File: src/rtl/core/ftfm_pkg.sv
// shared types and constants for the five-tuple first-match classifier
package ftfm_pkg;

  localparam int unsigned IndexW  = 6;
  localparam int unsigned AddrW   = 32;
  localparam int unsigned PortW   = 16;
  localparam int unsigned ProtoW  = 8;
  localparam int unsigned ActionW = 8;
  localparam int unsigned AddrSlots = 2 ** IndexW;

  typedef enum logic [1:0] {
    MODE_CLASSIFY = 2'd0,
    MODE_WRITE    = 2'd1,
    MODE_CLEAR    = 2'd2,
    MODE_UNUSED   = 2'd3
  } mode_e;

  // word travelling along the cell chain, with its running result
  typedef struct packed {
    logic [1:0]         mode;
    logic [IndexW-1:0]  rule_index;
    logic [AddrW-1:0]   src_addr;
    logic [AddrW-1:0]   src_mask;
    logic [AddrW-1:0]   dst_addr;
    logic [AddrW-1:0]   dst_mask;
    logic [PortW-1:0]   src_port;
    logic [PortW-1:0]   src_port_high;
    logic [PortW-1:0]   dst_port;
    logic [PortW-1:0]   dst_port_high;
    logic [ProtoW-1:0]  protocol;
    logic [ActionW-1:0] action;
    logic               hit;
    logic [IndexW-1:0]  matched_index;
    logic [ActionW-1:0] matched_action;
  } word_t;

endpackage

File: src/rtl/core/ftfm_cell.sv
// one rule slot of the chain: holds a rule and registers the passing word
module ftfm_cell import ftfm_pkg::*; #(
  parameter int unsigned Slot = 0
) (
  input  logic  clk_i,
  input  logic  rst_ni,
  input  logic  en_i,
  input  logic  valid_i,
  input  word_t word_i,
  output logic  valid_o,
  output word_t word_o
);

  localparam bit                Addressable = (Slot < AddrSlots);
  localparam logic [IndexW-1:0] SlotId      = IndexW'(Slot % AddrSlots);

  logic               rule_valid_q;
  logic [AddrW-1:0]   sa_q, sm_q, da_q, dm_q;
  logic [PortW-1:0]   spl_q, sph_q, dpl_q, dph_q;
  logic [ProtoW-1:0]  pr_q;
  logic [ActionW-1:0] act_q;
  logic               valid_q;
  word_t              word_q, word_d;
  logic               sel, match;

  assign sel = Addressable && (word_i.rule_index == SlotId);

  assign match = rule_valid_q
              && ((word_i.src_addr & sm_q) == (sa_q & sm_q))
              && ((word_i.dst_addr & dm_q) == (da_q & dm_q))
              && (word_i.src_port >= spl_q) && (word_i.src_port <= sph_q)
              && (word_i.dst_port >= dpl_q) && (word_i.dst_port <= dph_q)
              && ((pr_q == '0) || (pr_q == word_i.protocol));

  always_comb begin
    word_d = word_i;
    if ((word_i.mode == MODE_CLASSIFY) && !word_i.hit && match) begin
      word_d.hit            = 1'b1;
      word_d.matched_index  = SlotId;
      word_d.matched_action = act_q;
    end
  end

  always_ff @(posedge clk_i or negedge rst_ni) begin
    if (!rst_ni) begin
      rule_valid_q <= 1'b0;
      valid_q      <= 1'b0;
    end else if (en_i) begin
      valid_q <= valid_i;
      if (valid_i && sel && (word_i.mode == MODE_WRITE)) begin
        rule_valid_q <= 1'b1;
      end else if (valid_i && sel && (word_i.mode == MODE_CLEAR)) begin
        rule_valid_q <= 1'b0;
      end
    end
  end

  always_ff @(posedge clk_i) begin
    if (en_i) begin
      word_q <= word_d;
      if (valid_i && sel && (word_i.mode == MODE_WRITE)) begin
        sa_q  <= word_i.src_addr;
        sm_q  <= word_i.src_mask;
        da_q  <= word_i.dst_addr;
        dm_q  <= word_i.dst_mask;
        spl_q <= word_i.src_port;
        sph_q <= word_i.src_port_high;
        dpl_q <= word_i.dst_port;
        dph_q <= word_i.dst_port_high;
        pr_q  <= word_i.protocol;
        act_q <= word_i.action;
      end
    end
  end

  assign valid_o = valid_q;
  assign word_o  = word_q;

endmodule

File: config.mk
export PLATFORM = sky130hd
export DESIGN_NAME = ftfm_cell
export DESIGN_NICKNAME = d
export VERILOG_FILES = /design/src/rtl/core/ftfm_pkg.sv /design/src/rtl/core/ftfm_cell.sv
export SDC_FILE = /design/constraint.sdc
export NUM_CORES = 1
export LEC_CHECK = 0
export BUFFER_PORTS_ARGS = -buffer_cell sky130_fd_sc_hd__buf_4
export CORE_AREA = 2 2 181 183
export CTS_BUF_LIST = sky130_fd_sc_hd__clkbuf_2
export DETAILED_ROUTE_END_ITERATION = 16
export DIE_AREA = 0 0 183 185
export GPL_TIMING_DRIVEN = 0
export HOLD_SLACK_MARGIN = 0.02
export PLACE_DENSITY = 0.76
export SYNTH_ARGS = -nofsm -noshare
export SYNTH_HDL_FRONTEND = slang
export SYNTH_SLANG_ARGS = --single-unit
File: constraint.sdc
create_clock -name clk_i -period 3.4 [get_ports clk_i]
set_clock_uncertainty 0.05 [all_clocks]
set_input_delay 0.68 -clock clk_i [delete_from_list [all_inputs] [get_ports clk_i]]
set_output_delay 0.68 -clock clk_i [all_outputs]
set_load 0.005 [all_outputs]
==> metrics, run 1 <==
status complete, no violations; Worst R2R Start pr_q[4]; first-pass GRT wire length 62,300 um; setup violators final 0; Max Cap Viol 0; Area Growth Syn to Fin 46.7%; CP Data Arrival Time approximately 4000 ps; Mapped Nets about 1,100; Post-CTS Setup Repair Bufs 0; Crit Path Category reg2reg; antenna viol nets, final 0; WL/cell 20.1 um; Die Wd between 150 and 200 um; port buffer count 466; via count 10,611; largest net degree at the start of global routing between 100 and 150; row count 66; Syn Area/Cell 19.8 um2; vias per inst 5.00; Slew HR between 30% and 40%; final worst path period need roughly 3300 ps; Peak Freq 0.302 GHz; Worst-Margin Slew 958 ps; final WL 42,600 um; Syn Inst Count 811; GPL Wtd Cong about 0.81; max-slew violation count 0; post-synthesis sequential area ratio 82.6%; pwr dens 467 nW/um2; Hold Crit Class in2reg; Startpoint Class flop; H-tree lvl count 3; area of the multi-input gates approximately 2500 um2; Die Area 33,900 um2; initial DRC count 665; Initial Utilization between 50% and 60%; clk buf depth 3; fin crit share 97.3%; TritonCTS Buffers ~110; Placed Area 20,200 um2; design area 23,500 um2; worst-path fanout max 10; Final Hold Vio Count 0; Die Y-Extent approximately 190 um; CP endpoint kind flop; layout cells sized above 1 37.9%; hpwl dp 25,900 um; Worst EP required 4030 ps; Reg2Reg Setup Slack roughly 90 ps; # DRC 0; initial antenna violation count 3; Max VDD drop 0.000369 V; hold endpoint word_o[174]; Overflow after GRT 0; RR Endpoint word_o[5]; hold_sp en_i; worst hold margin 204 ps; io pins approximately 470; clock latency on the worst-skew pair approximately 980 ps; hold depth 1; predominant post-synthesis flop cell edfxtp_1; Synth cell types 41; Pleak 9.65 nW; Final nets 1,923; Worst Reg-to-Reg Cells 9; Clock Root Buffer clkbuf_2; Fill cells around 1,800; async set or reset register ratio after synthesis 0.454%; Yosys reg bits 441; fin util 73.4%; CTS tree built; CTS clk-pin slew, worst paths 130 ps; RSZ-0062 raised after global routing no; vias in the first global route 11,495; Synthesis Warnings 0; total power 0.0110 W; Core Footprint about 32,000 um2; First-pass DRT Iterations 5; number of clock sinks 441; total track usage ~25%; FF+latch area ~13,000 um2; Post-synth EDFFs about 440; Mapped Area around 16,000 um2
## critical path: stages, from the launching register on
cell and delay [ps]:
edfxtp_1 410, or4_1 540, nor2_1 120, a21oi_1 50, or4_1 540, a2111oi_2 340, nor4bb_2 340, buf_4 230
buf_8 160, mux2_4 310
## per-stage QoR
step / setup TNS, ps / cells / worst slack [ps]
6_report: 0 / 2121 / 91.3
5_1_grt: 0 / 2119 / 3.02
4_1_cts: 0 / 2117 / 23.6
3_5_place_dp: -80270 / 1689 / -656
3_3_place_gp: -541300 / 1685 / -2610
2_1_floorplan: 0 / 811 / 298
## how the worst max path moves through the flow
stage	startpoint	endpoint	slack [ps]	cells after the start
global route	pr_q[4]	word_o[5]	3	9
detailed placement	en_i	sm_q[14]	-660	9
CTS	pr_q[4]	word_o[6]	20	9
floorplan	word_i[223]	act_q[0]	300	4
finish	pr_q[4]	word_o[5]	90	9
global placement	en_i	sa_q[14]	-2610	6
## area by class of cell
cell class / count / share of cell area (%)
Clock inverter: 42 / 0.980
Timing Repair Buffer: 704 / 25.3
Antenna cell: 4 / 0.0426
Sequential cell: 441 / 56.3
Clock buffer: 152 / 3.24
Tap cell: 408 / 2.17
Multi-Input combinational cell: 301 / 10.8
Inverter: 67 / 1.07
Buffer: 2 / 0.0958
## synth_stat cells (7+ instances only)
cell type | count | area [um2]
a221oi_1 | 7 | 61.3
edfxtp_1 | 439 | 13200
nor2_1 | 10 | 37.5
nand2_1 | 14 | 52.6
a21oi_1 | 20 | 100
ha_1 | 64 | 801
o21ai_0 | 10 | 50.1
nand4_1 | 18 | 113
a22oi_1 | 20 | 150
nor2b_1 | 7 | 43.8
inv_1 | 67 | 251
xor2_1 | 72 | 631
## state kept, by name, indices dropped and copies added (netlist names)
signal	count
word_o	231
da_q	32
dm_q	32
sa_q	32
sm_q	32
dph_q	16
dpl_q	16
sph_q	16
spl_q	16
act_q	8
pr_q	8
rule_valid_q	1
valid_o	1
## power breakdown
part	total, W	switching [W]	internal (W)
sequential	0.00630	0.0000759	0.00623
combinational	0.00114	0.000463	0.000673
clock	0.00354	0.00217	0.00137
total	0.0110	0.00271	0.00827
## cells by family after synthesis
| family | synth area share, % |
|---|---|
| AOI/OAI and AO/OA | 3.60 |
| muxes | 0.632 |
| DFF | 82.6 |
| and+or+nand+nor | 2.55 |
| buffers and inverters | 1.71 |
| xor gates and xnor gates | 3.94 |
| adders and majority gates | 5.00 |
## cells in the final DEF (no fill, tap or decap), drive strengths merged, types with 4 or more instances in the layout
cell type and count:
a211oi 5, a21o 4, a21oi 20, a221oi 7
a22o 5, a22oi 20, buf 472, clkbuf 152
clkinv 37, diode 4, dlygate4sd3 234, edfxtp 439
ha 64, inv 68, mux2 8, nand2 14
nand3 5, nand4 18, nor2 10, nor2b 7
nor4 5, o21ai 10, or4 4, xor2 72
## timing repair
action,CTS,global route
hold buffers,234,0
hold endpoints to repair,443,0
gates resized for setup,0,1
setup endpoints to repair,0,3
## layer usage
metal	wire length (um)	vias to the layer above	part of all wire [%]	track usage (%)
met2	22400	483	53	44.3
met3	3190	104	7.5	7.10
li1	-	4851	-	-
met1	15400	5173	36	27.2
met4	1530	0	3.6	10.9
met5	0	-	0	0
(Power assumes the default switching activity.)
==> run 2, diff against run 1 <==
--- a/config.mk
+++ b/config.mk
@@ -6,13 +6,13 @@
 export NUM_CORES = 1
 export LEC_CHECK = 0
 export BUFFER_PORTS_ARGS = -buffer_cell sky130_fd_sc_hd__buf_4
-export CORE_AREA = 2 2 181 183
+export CORE_AREA = 2 2 180 182
 export CTS_BUF_LIST = sky130_fd_sc_hd__clkbuf_2
 export DETAILED_ROUTE_END_ITERATION = 16
-export DIE_AREA = 0 0 183 185
+export DIE_AREA = 0 0 182 184
 export GPL_TIMING_DRIVEN = 0
 export HOLD_SLACK_MARGIN = 0.02
-export PLACE_DENSITY = 0.76
+export PLACE_DENSITY = 0.77
 export SYNTH_ARGS = -nofsm -noshare
 export SYNTH_HDL_FRONTEND = slang
 export SYNTH_SLANG_ARGS = --single-unit
==> constraint.sdc (replaced) <==
create_clock -name clk_i -period 4.06 [get_ports clk_i]
set_clock_uncertainty 0.05 [all_clocks]
set_input_delay 0.812 -clock clk_i [delete_from_list [all_inputs] [get_ports clk_i]]
set_output_delay 0.812 -clock clk_i [all_outputs]
set_load 0.005 [all_outputs]
==> metrics, run 2 (synthesized netlist as in run 1, its figures left out) <==
status complete, no violations (unchanged); Worst R2R Start pr_q[4] (unchanged); Core Footprint 31,400 um2 (was 32,000 um2); largest net degree at the start of global routing 102 (was 119); Max VDD drop 0.000317 V (was 0.000369 V); final worst path period need 3570 ps; Pleak 9.56 nW (was 9.65 nW); Hold Crit Class in2reg (unchanged); First-pass DRT Iterations 6 (was 5); CTS resizes 0 (unchanged); Crit Path Category in2reg (was reg2reg); slowest CP cell or4_1 (unchanged); total power 0.00900 W (was 0.0110 W); Peak Freq 0.280 GHz; worst stage delay on the critical path 620 ps (was 540 ps); CP bufs+invs 4 (was 2); Slew HR 61.6% (was 36.1%); CP endpoint word_o[6] (was word_o[5]); TritonCTS Buffers 105 (was 107); Post-CTS Setup Repair Bufs 0 (unchanged); clk buf depth 3 (unchanged); Startpoint Class primary input (was flop); Area Growth Syn to Fin 45.3% (was 46.7%); Critical Path Most Common Cell buf_4 (was or4_1); total track usage 25.3% (was 24.6%); initial DRC count 622 (was 665); vias per inst 5.07 (was 5.00); Final nets 1,911 (was 1,923); Die Y-Extent 184 um (was 185 um); leading cell type in the layout, fill and taps excluded buf_4 (unchanged); setup violators final 0 (unchanged); Worst Reg-to-Reg Cells 9 (unchanged); Final Hold Vio Count 0 (unchanged); hpwl dp 26,600 um (was 25,900 um); TNS Setup 0 ps (unchanged); RSZ-0062 raised after global routing no (unchanged); GPL Wtd Cong 0.823 (was 0.810); CP endpoint kind flop (unchanged); io pins 467 (unchanged); vias in the first global route 11,498 (was 11,495); # DRC 0 (unchanged); Reg2Reg Setup Slack 550 ps (was 90 ps); Die Wd 182 um (was 183 um); port buffer count 466 (unchanged); cell family with most CP delay simple AND/OR/NAND/NOR gates (unchanged); Overflow after GRT 0 (unchanged); WP depth 11 (was 9); worst-path fanout max 10 (unchanged); Clock Root Buffer clkbuf_2 (unchanged); antenna viol nets, final 0 (unchanged); RR Endpoint word_o[6] (was word_o[5]); layout cells sized above 1 38.1% (was 37.9%); Worst-Margin Slew 576 ps (was 958 ps); first-pass GRT wire length 63,300 um (was 62,300 um); row count 65 (was 66); hold depth 2 (was 1); Max Cap Viol 0 (unchanged); via count 10,593 (was 10,611); final WL 42,800 um (was 42,600 um); CP Data Arrival Time 4200 ps (was 3940 ps); H-tree lvl count 3 (unchanged); clock latency on the worst-skew pair 1010 ps (was 980 ps); CP cell instances dlygate4sd3_1 > buf_4 > xor2_1 > a22oi_1 > nand4_1 > or4_1 > a2111oi_2 > nor4bb_1 > buf_4 > buf_8 > mux2_4 (was or4_1 > nor2_1 > a21oi_1 > or4_1 > a2111oi_2 > nor4bb_2 > buf_4 > buf_8 > mux2_4); Crit. Startpoint word_i[200] (was pr_q[4]); number of clock sinks 441 (unchanged); fin crit share between 80% and 90%; pwr dens 386 nW/um2 (was 467 nW/um2); WL/cell 20.5 um (was 20.1 um); max-slew violation count 0 (unchanged); Worst EP required 4680 ps (was 4030 ps); Initial Utilization 51.0% (was 50.0%); commonest non-fill, non-tap cells in the layout buf_4, edfxtp_1, dlygate4sd3_1, clkbuf_2, xor2_1 (unchanged); initial antenna violation count 5 (was 3); CTS clk-pin slew, worst paths 100 ps (was 130 ps); max FFs per register 231 (unchanged); Die Area 33,500 um2 (was 33,900 um2); CTS tree built (unchanged)
==> run 2: cell count changes in the layout (fill, tap and decap cells not counted), sizes merged <==
cell,change
clkinv,-13
clkbuf,-3
bufinv,-2
buf,+1
dlygate4sd3,-11
inv,+2
==> run 2: worst reg2reg max path: stages (launching register included) <==
cell and delay (ps):
edfxtp_1 440, or4_1 530, nor2_1 120, a21oi_1 40, or4_1 540, a2111oi_2 390
nor4bb_1 380, buf_4 240, buf_8 160, mux2_4 300
==> run 2: cell type report <==
class | count | area (um2)
tap | 402 | 503
buffer | 2 | 22.5
clock inverter | 29 | 129
antenna | 4 | 10.0
inverter | 67 | 251
sequential | 441 | 13200
clock buffer | 149 | 746
multi-input combinational | 301 | 2520
fill | 1802 | 8110
timing repair buffer | 694 | 5870
==> run 2: worst min-delay path by stage <==
stage	from	end	slack [ps]
after detailed placement	valid_o	valid_o	480
after floorplan	rule_valid_q	rule_valid_q	420
after global routing	word_i[13]	word_o[13]	60
final	word_i[12]	word_o[12]	130
after global placement	rule_valid_q	rule_valid_q	440
after CTS	word_i[13]	word_o[13]	40
==> run 2: routing by layer <==
layer	track usage (%)	wire length [um]	part of all wire [%]	up-vias
li1	-	-	-	4818
met1	28.3	15300	36	5140
met2	45.3	22900	53	537
met3	7.23	3310	7.7	94
met4	10.9	1280	3.0	4
met5	0	30	0.070	-
==> run 2: through the flow <==
| step | setup slack (ps) | instances | instance area (um2) | util (%) | hold slack, ps |
|---|---|---|---|---|---|
| after detailed placement | 109 | 1684 | 20200 | 64.2 | 480 |
| after global placement | -2090 | 1679 | 20000 | 63.8 | 440 |
| after CTS | 540 | 2085 | 23300 | 74.1 | 36.8 |
| after floorplan | 826 | 811 | 16000 | - | 422 |
| final | 487 | 2089 | 23300 | 74.2 | 126 |
| after global routing | 436 | 2089 | 23300 | 74.2 | 63.4 |
==> run 2: where the power goes <==
part	internal, W	total, W	leakage, nW	switching [W]
clock	0.000986	0.00277	0.679	0.00179
combinational	0.000560	0.000947	4.73	0.000388
sequential	0.00521	0.00528	4.15	0.0000642
total	0.00676	0.00900	9.56	0.00224
==> run 2: repair_timing <==
action / CTS / global route
hold buffers: 223 / 0
endpoints found under the hold margin: 431 / 0
setup endpoints to repair: 0 / 0
